--- config.mk ---
export PLATFORM = sky130hd
export DESIGN_NAME = rcem_mag
export DESIGN_NICKNAME = d
export VERILOG_FILES = /design/src/rtl/roberts_cross_edge_magnitude_assert.svh /design/src/rtl/rcem_pkg.sv /design/src/rtl/rcem_mag.sv
export SDC_FILE = /design/constraint.sdc
export NUM_CORES = 1
export LEC_CHECK = 0
export BUFFER_PORTS_ARGS = -buffer_cell sky130_fd_sc_hd__buf_4
export CAP_MARGIN = 15
export CORE_MARGIN = 2
export CORE_UTILIZATION = 47
export CTS_BUF_LIST = sky130_fd_sc_hd__clkbuf_8 sky130_fd_sc_hd__clkbuf_16
export CTS_CLUSTER_SIZE = 16
export DETAILED_ROUTE_END_ITERATION = 16
export PLACE_DENSITY = 0.63
export SLEW_MARGIN = 20
export SYNTH_ARGS = -nofsm -noshare
export SYNTH_HDL_FRONTEND = slang
export SYNTH_SLANG_ARGS = --single-unit
--- constraint.sdc ---
create_clock -name aclk -period 14 [get_ports aclk]
set_input_delay 0.7 -clock aclk [delete_from_list [all_inputs] [get_ports aclk]]
set_output_delay 0.7 -clock aclk [all_outputs]
set_load 0.05 [all_outputs]
--- src/rtl/roberts_cross_edge_magnitude_assert.svh ---
// Assertion macros used by the top-level RTL file.
`ifndef ROBERTS_CROSS_EDGE_MAGNITUDE_ASSERT_SVH
`define ROBERTS_CROSS_EDGE_MAGNITUDE_ASSERT_SVH

// Same-cycle implication, disabled while reset is asserted.
`define RCEM_ASSERT_SAME(label, clk, rstn, ante, cons) \
    label: assert property (@(posedge clk) disable iff (!(rstn)) (ante) |-> (cons)) \
        else $error("assertion failed");

// Next-cycle implication, disabled while reset is asserted.
`define RCEM_ASSERT_NEXT(label, clk, rstn, ante, cons) \
    label: assert property (@(posedge clk) disable iff (!(rstn)) (ante) |=> (cons)) \
        else $error("assertion failed");

`endif

--- src/rtl/rcem_pkg.sv ---
package rcem_pkg;

    localparam int PIX_W = 8;
    typedef logic [PIX_W-1:0] pixel_t;

    localparam int CFG_W_BITS = 11;
    localparam int CFG_H_BITS = 13;
    localparam logic [CFG_W_BITS-1:0] WIDTH_RESET  = 11'd1024;
    localparam logic [CFG_H_BITS-1:0] HEIGHT_RESET = 13'd4096;

    localparam logic REG_IMAGE_WIDTH  = 1'b0;
    localparam logic REG_IMAGE_HEIGHT = 1'b1;

    typedef logic [1:0] job_t;
    localparam job_t JOB_DIAG   = 2'd0;
    localparam job_t JOB_RIGHT  = 2'd1;
    localparam job_t JOB_BOTTOM = 2'd2;
    localparam job_t JOB_CORNER = 2'd3;

    typedef struct packed {
        logic   start;
        pixel_t dx;
        pixel_t dy;
    } mag_req_t;

    typedef struct packed {
        logic   done;
        pixel_t mag;
    } mag_rsp_t;

endpackage

--- src/rtl/rcem_mag.sv ---
module rcem_mag (
    input  logic               aclk,
    input  logic               aresetn,
    input  rcem_pkg::mag_req_t req,
    output rcem_pkg::mag_rsp_t rsp
);
    import rcem_pkg::*;

    typedef struct packed {
        logic [7:0] root;
        logic [8:0] rem;
    } step_t;

    function automatic step_t sq_step(logic [7:0] r, logic [8:0] m, logic [1:0] b);
        logic [10:0] w;
        logic [10:0] t;
        step_t       o;
        w = {m, b};
        t = {1'b0, r, 2'b01};
        if (w >= t) begin
            o.rem  = 9'(w - t);
            o.root = {r[6:0], 1'b1};
        end else begin
            o.rem  = 9'(w);
            o.root = {r[6:0], 1'b0};
        end
        return o;
    endfunction

    logic [15:0] sq_x;
    logic [15:0] sq_y;
    logic [16:0] sum;
    logic        busy_reg;
    logic        done_reg;
    logic [1:0]  cnt_reg;
    logic [15:0] rad_reg;
    logic        sat_reg;
    logic [7:0]  root_reg;
    logic [8:0]  rem_reg;
    step_t       s1;
    step_t       s2;

    always_comb begin
        sq_x = 16'(req.dx) * 16'(req.dx);
        sq_y = 16'(req.dy) * 16'(req.dy);
        sum  = {1'b0, sq_x} + {1'b0, sq_y};
        s1   = sq_step(root_reg, rem_reg, rad_reg[15:14]);
        s2   = sq_step(s1.root, s1.rem, rad_reg[13:12]);
    end

    always_ff @(posedge aclk) begin
        if (!aresetn) begin
            busy_reg <= 1'b0;
            done_reg <= 1'b0;
            cnt_reg  <= '0;
        end else begin
            done_reg <= 1'b0;
            if (req.start) begin
                rad_reg  <= sum[15:0];
                sat_reg  <= sum[16];
                root_reg <= '0;
                rem_reg  <= '0;
                cnt_reg  <= '0;
                busy_reg <= 1'b1;
            end else if (busy_reg) begin
                rad_reg  <= {rad_reg[11:0], 4'b0000};
                root_reg <= s2.root;
                rem_reg  <= s2.rem;
                cnt_reg  <= cnt_reg + 2'd1;
                if (cnt_reg == 2'd3) begin
                    busy_reg <= 1'b0;
                    done_reg <= 1'b1;
                end
            end
        end
    end

    assign rsp.done = done_reg;
    assign rsp.mag  = sat_reg ? '1 : root_reg;

endmodule

==> flow_summary.json, run 1 <==
{
  "outcome": "finished clean",
  "clkLatencyLatePin_ps": 280,
  "cts_tree": "built",
  "hold_depth": 2,
  "die_y_um": 117,
  "cts_buffers": 5,
  "r2r_cells": 14,
  "wl_per_cell_um": 14.6,
  "timing.rr.end": "rem_reg[7]",
  "hp-class": "reg -> reg",
  "grt_pass1_wl_um": 21100,
  "post_cts_buffers": 0,
  "netlist_instances": 616,
  "grt_pass1_vias": 4613,
  "clk_path_buf_depth": 2,
  "path_clk_slew_ps": 60,
  "avgViaCountPerCell": 5.28,
  "grt_setup_unrepaired": "no",
  "fin_crit_sh_pct": 41.2,
  "end_kind": "flop",
  "drt_iter0_markers": 209,
  "relSlewSlack_pct": 44.2,
  "r2r_setup_slack_ps": 9100,
  "io_pins": 28,
  "synth_flop_cell": "edfxtp_1",
  "gr-total-overflow": 0,
  "ctsResizeCount": 0,
  "ys_types": 60,
  "area_growth_pct": 8.47,
  "grt_max_degree": 35,
  "yosysWarnings": 0,
  "hold_viol": 0,
  "rows": 41,
  "syn_nets": 787,
  "ys_ff_latch": 38,
  "maxCapViolCount": 0,
  "clock-skew-final_ps": 7.20,
  "num-fill-cells": 1175,
  "crit_type": "in -> reg",
  "grt_usage_pct": 18.7,
  "final_common_cell": "inv_1",
  "finalSetupViolCount": 0,
  "cts-root-buf": "clkbuf_16",
  "die_area_sq_um": 13800,
  "firstDrtPassIters": 4,
  "reg2reg_from": "root_reg[2]",
  "min-delay-start": "busy_reg",
  "vias": 4276,
  "drive_above_1_share_pct": 11.0,
  "h-tree-depth": 2,
  "start_util_pct": 48.1,
  "largest_reg_flops": 16,
  "final_nets": 808,
  "dp_hpwl_um": 9990,
  "drv_slew": 0,
  "synth_edf_count": 34,
  "fp.dieW_um": 117,
  "wirelength_um": 11900,
  "worst_slew_pin_slew_ps": 836,
  "drc": 0,
  "cts_sinks": 38,
  "antenna_cells": 0,
  "setup_ws_ps": 8230,
  "pre_cts_ws_ps": 7910,
  "syn_area_sq_um": 6040,
  "drtAntennaViolNets": 0,
  "setup_tns_ps": 0,
  "final_cell_mix": "inv_1 (121), fa_1 (76), ha_1 (76)",
  "fin_crit_ps": 5770,
  "timing.fmax_ghz": 0.173,
  "postSynthAreaPerCell_sq_um": 9.81,
  "synthArstFlopShare_pct": 0,
  "ys_seq_area_share_pct": 18.2,
  "cp-start-kind": "input pin",
  "antenna_found_initial": 0,
  "place_congestion": 0.932,
  "path_max_fanout": 9,
  "whs_endpoint": "done_reg",
  "core_sq_um": 12600,
  "cts_hold_buf": 0,
  "crit_arrival_ps": 5790,
  "cp.required_ps": 14020,
  "portBuffers": 27
}
## worst max path at each step
stage	to	slack (ps)	from
2_1_floorplan	rad_reg[11]	8120	req[13]
3_3_place_gp	sat_reg	8020	req[14]
3_5_place_dp	sat_reg	7910	req[8]
6_report	sat_reg	8230	req[8]
5_1_grt	sat_reg	7860	req[14]
4_1_cts	sat_reg	8200	req[8]
## area by class of cell
type / count / area [sq um] / share of cell area (%)
Multi-Input combinational cell: 442 / 4400 / 67.1
Sequential cell: 38 / 1100 / 16.8
Inverter: 122 / 458 / 6.98
Tap cell: 172 / 215 / 3.28
Timing Repair Buffer: 28 / 210 / 3.21
Clock buffer: 5 / 125 / 1.91
Clock inverter: 3 / 45.0 / 0.687
## critical path, stage by stage
cell	delay (ps)
buf_4	140
nand2_1	130
fa_1	540
fa_1	550
inv_1	50
fa_1	510
fa_1	440
fa_1	540
inv_1	50
fa_1	520
inv_1	40
ha_1	320
inv_1	70
o21bai_1	70
a21oi_1	240
o21bai_1	150
a311oi_1	480
or3_1	190
nand3_1	60
## per-layer routing
layer	track usage (%)	part of all wire (%)	up-vias
met3	2.04	3.4	13
met5	0	0	-
met2	33.5	50	57
met1	24.6	45	2131
li1	-	-	2075
met4	3.77	1.6	0
## synthesized netlist by cell type (2+ instances only)
| cell type | instances | area [sq um] |
|---|---|---|
| inv_1 | 121 | 454 |
| fa_1 | 76 | 1520 |
| ha_1 | 76 | 951 |
| and2_1 | 41 | 257 |
| nand2_1 | 39 | 146 |
| edfxtp_1 | 34 | 1020 |
| xnor2_1 | 18 | 158 |
| a21oi_1 | 16 | 80.1 |
| nor2_1 | 16 | 60.1 |
| o21ai_0 | 12 | 60.1 |
| a21o_1 | 11 | 82.6 |
| or2_2 | 10 | 62.6 |
| nand3_1 | 9 | 45.0 |
| nor3_1 | 9 | 45.0 |
| clkbuf_1 | 8 | 30.0 |
| mux2_2 | 8 | 90.1 |
| o21a_1 | 8 | 60.1 |
| xor2_1 | 8 | 70.1 |
| a31oi_1 | 7 | 43.8 |
| nor2b_1 | 7 | 43.8 |
| and3_1 | 6 | 37.5 |
| nand4_1 | 5 | 31.3 |
| nor4_1 | 5 | 31.3 |
| or3_1 | 5 | 31.3 |
| dfxtp_1 | 4 | 80.1 |
| o21bai_1 | 4 | 30.0 |
| a211oi_1 | 3 | 22.5 |
| a21oi_2 | 3 | 26.3 |
| buf_6 | 3 | 33.8 |
| mux2i_1 | 3 | 30.0 |
| o31ai_1 | 3 | 22.5 |
| a2111oi_4 | 2 | 55.1 |
| a21boi_0 | 2 | 15.0 |
| a21o_2 | 2 | 17.5 |
| a311oi_1 | 2 | 17.5 |
| buf_4 | 2 | 15.0 |
| nand2b_1 | 2 | 12.5 |
| o21ai_1 | 2 | 10.0 |
| o32ai_1 | 2 | 17.5 |
| or4_1 | 2 | 15.0 |
## metrics by stage
stage	util (%)	std cells	instance area [sq um]	hold WS, ps
2_1_floorplan	-	616	6040	460
3_3_place_gp	50.8	802	6390	477
3_5_place_dp	50.8	802	6390	493
4_1_cts	52.2	810	6560	502
5_1_grt	52.2	810	6560	531
6_report	52.2	810	6560	494
## kinds of logic after synthesis
| family | count (synthesis) | synth area share [%] |
|---|---|---|
| adder cells (fa/ha/maj) | 152 | 40.9 |
| AO/OA/AOI/OAI | 93 | 12.1 |
| AND/OR/NAND/NOR | 159 | 13.9 |
| buffers and inverters | 136 | 8.96 |
| flip-flops | 38 | 18.2 |
| multiplexers | 12 | 2.17 |
| XOR/XNOR | 26 | 3.77 |
Power of run 1 is not shown: default switching activity piles up to over one toggle a cycle in this logic, so the estimate is an artifact.
==> run 2: changes to the inputs <==
--- a/config.mk
+++ b/config.mk
@@ -12,7 +12,7 @@
 export CTS_BUF_LIST = sky130_fd_sc_hd__clkbuf_8 sky130_fd_sc_hd__clkbuf_16
 export CTS_CLUSTER_SIZE = 16
 export DETAILED_ROUTE_END_ITERATION = 16
-export PLACE_DENSITY = 0.63
+export PLACE_DENSITY = 0.65
 export SLEW_MARGIN = 20
 export SYNTH_ARGS = -nofsm -noshare
 export SYNTH_HDL_FRONTEND = slang
==> constraint.sdc (replaced) <==
create_clock -name aclk -period 5.2 [get_ports aclk]
set_input_delay 0.26 -clock aclk [delete_from_list [all_inputs] [get_ports aclk]]
set_output_delay 0.26 -clock aclk [all_outputs]
set_load 0.05 [all_outputs]
==> run 2 against run 1 <==
Effect of this change:
- global-route usage rose by 0.63 points
- critical path depth rose by 1
- sequential cell count did not move
==> flow_summary.json, run 2 (same netlist as run 1, synthesis figures left out) <==
{
  "r2r_cells": 14,
  "worst_slew_pin_slew_ps": 554,
  "crit_start": "req[13]",
  "path_max_fanout": 6,
  "gr-total-overflow": 0,
  "die_y_um": 117,
  "path_clk_slew_ps": 60,
  "drt_iter0_markers": 271,
  "fin_hold_ws_ps": 287,
  "stdcell_area_sq_um": 7090,
  "cts_sinks": 38,
  "clkLatencyLatePin_ps": 280,
  "final_common_cell": "inv_1",
  "antenna_cells": 0,
  "cts_buffers": 5,
  "drive_above_1_share_pct": 20.6,
  "timing.rr.end": "rem_reg[3]",
  "rows": 41,
  "end_kind": "flop",
  "hold_viol": 0,
  "antenna_found_initial": 0,
  "final_nets": 854,
  "area_growth_pct": 17.3,
  "fin_crit_ps": 5020,
  "cts_tree": "built",
  "num-fill-cells": 1096,
  "cts-root-buf": "clkbuf_16",
  "timing.fmax_ghz": 0.199,
  "finalSetupViolCount": 0,
  "core_sq_um": 12600,
  "crit_end": "rad_reg[12]",
  "outcome": "finished clean",
  "io_pins": 28,
  "crit_arrival_ps": 5060,
  "grt_pass1_wl_um": 21900,
  "start_util_pct": 48.1,
  "drc": 0,
  "multi_input_area_sq_um": 4550,
  "cp-start-kind": "input pin",
  "final_cell_mix": "inv_1 (121), fa_1 (74), ha_1 (71), buf_4 (71), and2_1 (37)",
  "cp.required_ps": 5230,
  "clock-skew-final_ps": 7.62,
  "crit_type": "in -> reg",
  "dp_hpwl_um": 10700,
  "fin_crit_sh_pct": 96.6,
  "relSlewSlack_pct": 62.7,
  "placed_area_sq_um": 6760,
  "portBuffers": 27,
  "die_area_sq_um": 13800,
  "grt_pass1_vias": 4662,
  "largest_reg_flops": 16,
  "r2r_setup_slack_ps": 740,
  "grt_max_degree": 35,
  "avgViaCountPerCell": 5.18,
  "fp.dieW_um": 117,
  "drtAntennaViolNets": 0,
  "register_area_sq_um": 1100,
  "clk_path_buf_depth": 2,
  "h-tree-depth": 2,
  "wirelength_um": 12800,
  "maxCapViolCount": 0,
  "firstDrtPassIters": 5,
  "vias": 4430,
  "drv_slew": 0,
  "reg2reg_from": "root_reg[2]",
  "hp-class": "in -> reg",
  "wl_per_cell_um": 15.0,
  "grt_usage_pct": 19.3,
  "place_congestion": 0.923
}
-- run 2: cell types whose count changed in the layout (fill, tap and decap cells not counted), sizes merged --
cell	before	now
buf	28	74
clkinvlp	2	0
bufinv	1	2
clkinv	0	1
-- run 2: critical path: stages --
cell and delay (ps):
buf_6 110, nand2_4 60, fa_1 510, fa_1 550
inv_1 50, fa_1 470, fa_1 510, fa_1 480
inv_1 50, fa_1 520, inv_1 60, ha_4 230
inv_1 70, o21bai_2 70, a21oi_2 170, o21bai_2 100
buf_4 150, a311oi_2 270, xnor2_1 100, mux2_2 260
-- run 2: stage by stage --
stage	TNS [ps]	worst slack, ps	std cells	util [%]
6_report	0	175	856	56.4
5_1_grt	-30.3	-18.4	856	56.4
4_1_cts	0	35.7	854	55.3
3_5_place_dp	-1210	-244	846	53.8
3_3_place_gp	-732	-143	846	53.8
2_1_floorplan	-10.7	-10.7	616	-
-- run 2: final cells by class --
cell class / instances / area share, %
clock buffer: 5 / 1.76
multi-input combinational: 442 / 64.2
clock inverter: 3 / 0.971
timing repair buffer: 74 / 8.00
inverter: 122 / 6.46
sequential: 38 / 15.5
tap: 172 / 3.04
-- run 2: worst min-delay path by stage --
stage	start	to	slack, ps	cells after the start
finish	aresetn	cnt_reg[0]	290	3
global route	aresetn	cnt_reg[0]	330	3
CTS	aresetn	cnt_reg[1]	300	3
detailed placement	busy_reg	done_reg	490	2
global placement	cnt_reg[1]	cnt_reg[1]	480	2
floorplan	aresetn	done_reg	430	2
-- run 2: per-layer routing --
layer	routed length [um]	vias up	global-route usage (%)
met4	214	0	4.44
met2	6500	97	34.7
met5	0	-	0
li1	-	2163	-
met3	486	20	1.90
met1	5620	2150	25.3
-- run 2: what timing repair did --
action / 4_1_cts / 5_1_grt
endpoints found under the setup margin: 0 / 7
buffers inserted: 0 / 2
resized for setup: 0 / 25
hold buffers: 0 / 0
Power of run 2 is left out for the same reason.
